## src/hw/rtl/fdrle_pkg.sv

```systemverilog
// ----------------------------------------------------------------------------
// fdrle_pkg
// Types, constants and helpers shared by the frame delta run-length encoder.
// ----------------------------------------------------------------------------
package fdrle_pkg;

  localparam int unsigned MaxPixels = 16384;
  localparam int unsigned PosW      = $clog2(MaxPixels);
  localparam int unsigned ColorW    = 24;
  localparam int unsigned CountW    = 15;
  localparam int unsigned NumTok    = 3;

  localparam logic [CountW-1:0] CountMax = {CountW{1'b1}};
  localparam logic [PosW-1:0]   PosLast  = PosW'(MaxPixels - 1);

  typedef enum logic [1:0] {
    KIND_SKIP = 2'd0,
    KIND_DRAW = 2'd1,
    KIND_RUN  = 2'd2,
    KIND_END  = 2'd3
  } tok_kind_e;

  typedef struct packed {
    tok_kind_e           kind;
    logic [ColorW-1:0]   color;
    logic [CountW-1:0]   count;
    logic                last;
  } token_t;

  typedef struct packed {
    token_t [NumTok-1:0] tok;
    logic   [1:0]        num;
  } tok_list_t;

  typedef struct packed {
    logic [ColorW-1:0] color;
    logic              eof;
  } pixel_t;

  typedef struct packed {
    logic              known;
    logic [ColorW-1:0] color;
  } prev_t;

  // A run of one pixel goes out as a single draw
  function automatic token_t close_token(logic [ColorW-1:0] c, logic [CountW-1:0] len);
    token_t t;
    t.color = c;
    t.last  = 1'b0;
    if (len > CountW'(1)) begin
      t.kind  = KIND_RUN;
      t.count = len;
    end else begin
      t.kind  = KIND_DRAW;
      t.count = '0;
    end
    return t;
  endfunction

endpackage

```

## src/hw/rtl/fdrle_token_gen.sv

```systemverilog
// ----------------------------------------------------------------------------
// fdrle_token_gen
// Skip/run state and token list for one pixel, committed on advance.
// ----------------------------------------------------------------------------
module fdrle_token_gen
  import fdrle_pkg::*;
(
  input  logic      clk_i,
  input  logic      rst_ni,
  input  logic      adv_i,
  input  pixel_t    pixel_i,
  input  prev_t     prev_i,
  output tok_list_t list_o
);

  logic [CountW-1:0] skip_q, skip_d;
  logic [CountW-1:0] run_len_q, run_len_d;
  logic [ColorW-1:0] run_color_q, run_color_d;
  logic              run_open_q, run_open_d;

  logic              unchanged;
  logic [NumTok-1:0] cand_v;
  token_t            cand_t [NumTok];
  logic [1:0]        n;

  always_comb begin
    unchanged   = (prev_i.color == pixel_i.color);
    skip_d      = skip_q;
    run_len_d   = run_len_q;
    run_color_d = run_color_q;
    run_open_d  = run_open_q;
    cand_v      = '0;
    cand_t[0]   = '0;
    cand_t[1]   = '0;
    cand_t[2]   = '0;

    if (run_open_q && pixel_i.color == run_color_q) begin
      if (run_len_q != CountMax) begin
        run_len_d = run_len_q + CountW'(1);
      end
    end else begin
      // A skip count is only pending while no run is open
      if (run_open_q) begin
        cand_v[0]  = 1'b1;
        cand_t[0]  = close_token(run_color_q, run_len_q);
        run_open_d = 1'b0;
        run_len_d  = '0;
      end
      if (unchanged) begin
        if (skip_q != CountMax) begin
          skip_d = skip_q + CountW'(1);
        end
      end else begin
        if (skip_q != '0) begin
          cand_v[0]       = 1'b1;
          cand_t[0].kind  = KIND_SKIP;
          cand_t[0].count = skip_q;
        end
        skip_d      = '0;
        run_open_d  = 1'b1;
        run_color_d = pixel_i.color;
        run_len_d   = CountW'(1);
      end
    end

    if (pixel_i.eof) begin
      if (run_open_d) begin
        cand_v[1] = 1'b1;
        cand_t[1] = close_token(run_color_d, run_len_d);
      end
      cand_v[2]      = 1'b1;
      cand_t[2].kind = KIND_END;
      run_open_d     = 1'b0;
      run_len_d      = '0;
      skip_d         = '0;
      run_color_d    = '0;
    end
  end

  // Pack the candidates in order and flag the final one
  always_comb begin
    list_o = '0;
    n      = '0;
    for (int i = 0; i < NumTok; i++) begin
      if (cand_v[i]) begin
        list_o.tok[n] = cand_t[i];
        n             = n + 2'd1;
      end
    end
    if (n != '0) begin
      list_o.tok[n - 2'd1].last = 1'b1;
    end
    list_o.num = n;
  end

  always_ff @(posedge clk_i or negedge rst_ni) begin
    if (!rst_ni) begin
      skip_q      <= '0;
      run_len_q   <= '0;
      run_color_q <= '0;
      run_open_q  <= 1'b0;
    end else if (adv_i) begin
      skip_q      <= skip_d;
      run_len_q   <= run_len_d;
      run_color_q <= run_color_d;
      run_open_q  <= run_open_d;
    end
  end

  a_no_skip_in_run: assert property (@(posedge clk_i) disable iff (!rst_ni)
    run_open_q |-> (skip_q == '0))
    else $error("skip count pending while a run is open");

endmodule

```

## config.mk

```make
export PLATFORM = sky130hd
export DESIGN_NAME = fdrle_token_gen
export DESIGN_NICKNAME = d
export VERILOG_FILES = /design/src/hw/rtl/fdrle_pkg.sv /design/src/hw/rtl/fdrle_token_gen.sv
export SDC_FILE = /design/constraint.sdc
export NUM_CORES = 1
export LEC_CHECK = 0
export BUFFER_PORTS_ARGS = -buffer_cell sky130_fd_sc_hd__buf_2
export CAP_MARGIN = 20
export CORE_MARGIN = 2
export CORE_UTILIZATION = 47
export CTS_CLUSTER_SIZE = 12
export DETAILED_ROUTE_END_ITERATION = 16
export GPL_TIMING_DRIVEN = 0
export PLACE_DENSITY = 0.78
export REMOVE_ABC_BUFFERS = 1
export SLEW_MARGIN = 5
export SYNTH_ARGS = -nofsm -noshare
export SYNTH_HDL_FRONTEND = slang
export SYNTH_SLANG_ARGS = --single-unit
```

## constraint.sdc

```tcl
create_clock -name clk_i -period 3.35 [get_ports clk_i]
set_input_delay 0.5025 -clock clk_i [delete_from_list [all_inputs] [get_ports clk_i]]
set_output_delay 0.5025 -clock clk_i [all_outputs]
set_load 0.005 [all_outputs]
```

==> impl_metrics.env, run 1 <==
export IMPL_grt_pass1_wl_um=30300
export IMPL_post_route_util_pct=69.0
export IMPL_setup_violations=71
export IMPL_cpLargestDelayFamily="simple AND/OR/NAND/NOR gates"
export IMPL_dp_hpwl_um=12400
export IMPL_required_ps=2850
export IMPL_routed_wl_um=22400
export IMPL_yosysWarningCount=0
export IMPL_grt_start_max_net_pins=38
export IMPL_end_kind="output port"
export IMPL_max_freq_mhz=268
export IMPL_rr_worst_depth=8
export IMPL_min_delay_path_class="input pin to async pin"
export IMPL_cts_buffers=5
export IMPL_insertion_delay_ps=310
export IMPL_cp_start_kind="flop"
export IMPL_layout_drive_gt1_share_pct=41.3
export IMPL_place_area_um2=5850
export IMPL_diodes=0
export IMPL_antenna_found_initial=0
export IMPL_outcome="finished, violations left"
export IMPL_leakagePower_uw=0.00339
export IMPL_pwr_density_cell_nw_per_um2=257
export IMPL_yosys_top_cells_count="nand2_1, nor2_1, buf_4, dfrtp_1, a21oi_1"
export IMPL_fin_area_um2=7580
export IMPL_syn_area_um2=5360
export IMPL_rrSetupSlack_ps=40
export IMPL_netlist_area_leader_share_pct=25.7
export IMPL_row_count=38
export IMPL_tightest_slew_ps=970
export IMPL_drt_iter0_markers=1020
export IMPL_ant_nets=0
export IMPL_cpPeakStageDelay_ps=430
export IMPL_hold_buffers=0
export IMPL_worst_ep_arrival_time_ps=3230
export IMPL_crit_buf_inv=5
export IMPL_synth_edf_count=0
export IMPL_finalHoldViolations=0
export IMPL_design_die_area_um2=12300
export IMPL_cts_tree="built"
export IMPL_cpMostUsedCell="buf_12"
export IMPL_violations="negative setup slack"
export IMPL_cp_num_cells=14
export IMPL_critical_path_max_fanout=5
export IMPL_critPathKind="flop to output port"
export IMPL_synth_main_ff_cell="dfrtp_1"
export IMPL_avgSynthCellArea_um2=7.59
export IMPL_synth_area_leaders="dfrtp_1, buf_4, nand2_1"
export IMPL_nNetsFinal=921
export IMPL_dr_pass1_iters=6
export IMPL_first_global_vias=5838
export IMPL_port_buffers=125
export IMPL_initial_core_util_pct=48.8
export IMPL_stdcell_count=1001
export IMPL_vdd_ir_drop_max_mv=0.191
export IMPL_slew_limit_headroom_pct=35.3
export IMPL_dp_cells=928
export IMPL_grt_usage_pct=30.3
export IMPL_skew_ps=9.22
export IMPL_htree_levels=2
export IMPL_post_place_ws_ps=-1600
export IMPL_yosysMostFrequentCell="nand2_1"
export IMPL_rsz0062_at_grt="yes"
export IMPL_synthArstFlopShare_pct=100
export IMPL_vias_per_cell=6.58
export IMPL_cts_buffer_depth=2
export IMPL_ys_ff_latch=55
export IMPL_cap_violations=0
export IMPL_cts_sinks=55
export IMPL_drc_errors=0
export IMPL_die_y_um=111
export IMPL_finalHoldWorstSlack_ps=151
export IMPL_gp_congestion=0.994
export IMPL_drv_slew=0
export IMPL_syn_to_final_growth_pct=41.5
export IMPL_cp_slowest_cell="nor4_4"
export IMPL_path_cells="xnor2_1 > nand4_1 > nor4_4 > and2_4 > buf_12 > nor2_4 > nor2b_4 > ha_4 > nand4b_1 > buf_6 > buf_12 > buf_16 > a21oi_2 > buf_2"
export IMPL_r2r_end="skip_q[14]"
export IMPL_root_buffer="clkbuf_16"
export IMPL_grt_remaining_overflow=0
export IMPL_r2r_start="run_color_q[13]"
export IMPL_setup_ws_ps=-384
export IMPL_syn_inst=706
export IMPL_die_w_um=111
export IMPL_wire_per_inst_um=22.3
export IMPL_clk_pin_slew_ps=90
export IMPL_fp_coreArea_um2=11000
export IMPL_post_route_period_util_pct=111
export IMPL_yosysSeqAreaShare_pct=25.7
export IMPL_fin_crit_ps=3730
export IMPL_pin_count=181
export IMPL_yosysTopAreaCell="dfrtp_1"
export IMPL_vias=6587
export IMPL_synthDistinctLibCells=63
-- where the power goes --
| group | internal (uW) | switching, uW | leakage [uW] | total, uW |
|---|---|---|---|---|
| logic | 269 | 360 | 0.00260 | 629 |
| registers | 689 | 45.9 | 0.000716 | 735 |
| clock network | 289 | 296 | 0.0000772 | 585 |
-- how the worst max path moves through the flow --
stage / slack (ps) / to / from
final: -380 / list_o[83] / run_color_q[11]
after global routing: -500 / list_o[72] / run_color_q[11]
after CTS: -220 / list_o[43] / run_len_q[0]
after detailed placement: -1600 / list_o[42] / pixel_i[13]
after global placement: -2390 / list_o[73] / pixel_i[10]
after floorplan: -690 / list_o[60] / pixel_i[9]
-- per-stage QoR --
| step | TNS [ps] | power [uW] |
|---|---|---|
| after detailed placement | -97080 | 1130 |
| after global placement | -195080 | 1120 |
| after floorplan | -39990 | 941 |
| after CTS | -4490 | 1800 |
| final | -20330 | 1950 |
| after global routing | -28550 | 2000 |
-- logic make-up after synthesis --
kind of cell             Yosys count  share of synthesized area, %
AND/OR/NAND/NOR                  266                          24.7
AO/OA/AOI/OAI                    194                          24.4
buffers and inverters            120                          13.1
XOR/XNOR                          59                          9.65
flip-flops                        55                          25.7
adder cells (fa/ha/maj)            8                          1.87
multiplexers                       3                         0.561
other                              1                        0.0700
-- layout by cell type (no fill, tap or decap), types with 7 or more instances in the layout --
cell type	instances
a22o_1	25
xnor2_1	20
buf_6	10
o31ai_1	7
nor2_4	11
xnor2_2	13
and3_1	16
dfrtp_2	17
clkbuf_16	7
a21oi_1	27
a22oi_1	16
xor2_1	26
a21oi_2	21
nor4_1	8
conb_1	54
dfrtp_1	38
o21ai_0	12
nand3_1	15
a31oi_1	7
o22ai_1	8
a21o_1	7
o2bb2ai_1	10
buf_4	43
nand2_1	75
nand4_1	17
a22oi_2	12
nor3_1	11
buf_12	10
inv_1	12
and2_1	7
nor2_2	9
buf_2	124
nor2_1	48
-- sequential cells by signal, summed over array words and instances (netlist names) --
register     cells
run_color_q     24
run_len_q       15
skip_q          15
run_open_q       1
-- cell type report --
class / count / area (um2)
tap: 140 / 175
clock buffer: 5 / 125
sequential: 55 / 1400
timing repair buffer: 196 / 1450
inverter: 15 / 68.8
multi-input combinational: 587 / 4330
fill: 796 / 3400
clock inverter: 3 / 33.8
-- repair_timing --
action / in CTS / in global routing
pin swaps: 18 / 38
resized for setup: 112 / 95
cloned: 6 / 2
setup endpoints to repair: 74 / 72
buffers inserted: 34 / 23
-- routing by layer --
| metal | global-route usage (%) | routed length (um) | vias up |
|---|---|---|---|
| met5 | 0 | 0 | - |
| met4 | 16.7 | 1630 | 0 |
| met3 | 6.83 | 2810 | 170 |
| met2 | 48.6 | 10300 | 655 |
| met1 | 37.8 | 7670 | 3020 |
| li1 | - | - | 2742 |
(Power assumes the default switching activity.)
==> run 2: changes to the inputs <==
GPL_ROUTABILITY_DRIVEN = 0   (was unset)
GPL_TIMING_DRIVEN = unset   (was 0)
==> run 2 against run 1 <==
The run still ends with negative setup slack left; hold slack worse by 8.5 ps; non-clock buffer count up 108; via count up 10%; die area unchanged; critical path type unchanged; largest power group is now combinational logic.
==> impl_metrics.env, run 2 (same netlist as run 1, synthesis figures left out) <==
export IMPL_setup_ws_ps=-702
export IMPL_largest_register_ffs=24
export IMPL_ant_nets=0
export IMPL_rsz0062_at_grt="yes"
export IMPL_layout_drive_gt1_share_pct=46.4
export IMPL_cap_violations=0
export IMPL_regMostFlops="run_color_q"
export IMPL_drv_slew=0
export IMPL_htree_levels=2
export IMPL_leakagePower_uw=0.00395
export IMPL_first_global_vias=6521
export IMPL_post_place_ws_ps=-332
export IMPL_drc_errors=0
export IMPL_grt_pass1_wl_um=33800
export IMPL_place_area_um2=6810
export IMPL_cts_tree="built"
export IMPL_pin_count=181
export IMPL_setup_tns_ps=-11010
export IMPL_cp_start_kind="flop"
export IMPL_pwr_density_cell_nw_per_um2=252
export IMPL_grt_start_max_net_pins=47
export IMPL_fp_coreArea_um2=11000
export IMPL_outcome="finished, violations left"
export IMPL_diodes=0
export IMPL_design_die_area_um2=12300
export IMPL_skew_ps=8.50
export IMPL_grt_usage_pct=34.0
export IMPL_die_w_um=111
export IMPL_required_ps=2850
export IMPL_cts_sinks=55
export IMPL_finalHoldViolations=0
export IMPL_initial_core_util_pct=48.8
export IMPL_die_y_um=111
export IMPL_min_delay_path_class="input pin to async pin"
export IMPL_critical_path_max_fanout=11
export IMPL_fin_area_um2=8320
export IMPL_port_buffers=125
export IMPL_grt_remaining_overflow=0
export IMPL_violations="negative setup slack"
export IMPL_fin_crit_ps=4050
export IMPL_worst_ep_arrival_time_ps=3550
export IMPL_post_route_period_util_pct=121
export IMPL_cts_buffer_depth=2
export IMPL_root_buffer="clkbuf_16"
export IMPL_dp_hpwl_um=13900
export IMPL_setup_violations=69
export IMPL_layout_commonest_cell="buf_4"
export IMPL_drt_iter0_markers=961
export IMPL_antenna_found_initial=0
export IMPL_wire_per_inst_um=22.6
export IMPL_clk_pin_slew_ps=80
export IMPL_nNetsFinal=1026
export IMPL_dr_pass1_iters=8
export IMPL_row_count=38
export IMPL_cts_buffers=5
export IMPL_top_regs="run_color_q x24, run_len_q x15, skip_q x15"
export IMPL_vdd_ir_drop_max_mv=0.224
export IMPL_fillers=682
export IMPL_vias_per_cell=6.56
export IMPL_syn_to_final_growth_pct=55.4
export IMPL_routed_wl_um=25000
export IMPL_insertion_delay_ps=310
export IMPL_tightest_slew_ps=773
export IMPL_end_kind="output port"
export IMPL_critPathKind="flop to output port"
export IMPL_max_freq_mhz=247
export IMPL_final_cell_mix="buf_4, buf_2, nand2_1"
export IMPL_finalHoldWorstSlack_ps=142
export IMPL_post_route_util_pct=75.8
export IMPL_vias=7251
export IMPL_slew_limit_headroom_pct=48.4
-- run 2: report_power, final --
part           internal (uW)  leakage, uW  switching, uW
combinational            339      0.00313            393
sequential               688     0.000742           32.0
clock                    358    0.0000844            284
total                   1380      0.00395            709
-- run 2: layout make-up --
cell class / count / area [um2] / share of cell area (%)
Tap cell: 140 / 175 / 2.10
Sequential cell: 55 / 1380 / 16.5
Inverter: 15 / 58.8 / 0.706
Clock buffer: 5 / 125 / 1.50
Clock inverter: 3 / 47.5 / 0.571
Multi-Input combinational cell: 584 / 4300 / 51.6
Timing Repair Buffer: 304 / 2240 / 27.0
-- run 2: layer usage --
layer  vias up  part of all wire, %  global-route usage (%)
li1       2942                    -                       -
met1      3298                   33                    40.2
met2       754                   45                    56.1
met3       257                   13                    7.49
met4         0                  9.0                    21.0
met5         -                    0                       0
-- run 2: critical path, cell delays in order, from the launching register on --
cell and delay (ps):
dfrtp_1 380, buf_4 230, and4_4 290, nand4_1 160, o21ai_1 260, o21ai_0 160, or4_1 500, o21ai_2 180
o2111ai_4 210, o31ai_2 540, buf_4 230, buf_6 90
-- run 2: path summary, 6_finish.rpt --
path / slack (ps) / end / startpoint / cells after the start
max reg2reg: 300 / skip_q[9] / run_color_q[22] / 11
max: -700 / list_o[42] / run_len_q[0] / 11
min: 140 / run_len_q[3] / rst_ni / 1
min in group clk_i: 520 / run_color_q[2] / pixel_i[3] / 2
min reg2reg: 570 / skip_q[1] / skip_q[1] / 2
max in group asynchronous: 2470 / run_color_q[20] / rst_ni / 3
-- run 2: per-stage QoR --
step	instances	power [uW]
after floorplan	654	941
after global placement	1053	1220
after detailed placement	1053	1230
after CTS	1092	1970
after global routing	1106	2150
final	1106	2090
-- run 2: timing repair --
item / in CTS / in global routing
resized for setup: 122 / 78
pin swaps: 39 / 48
cloned: 5 / 2
hold buffers: 0 / 0
endpoints found under the setup margin: 71 / 72
buffers inserted: 26 / 14
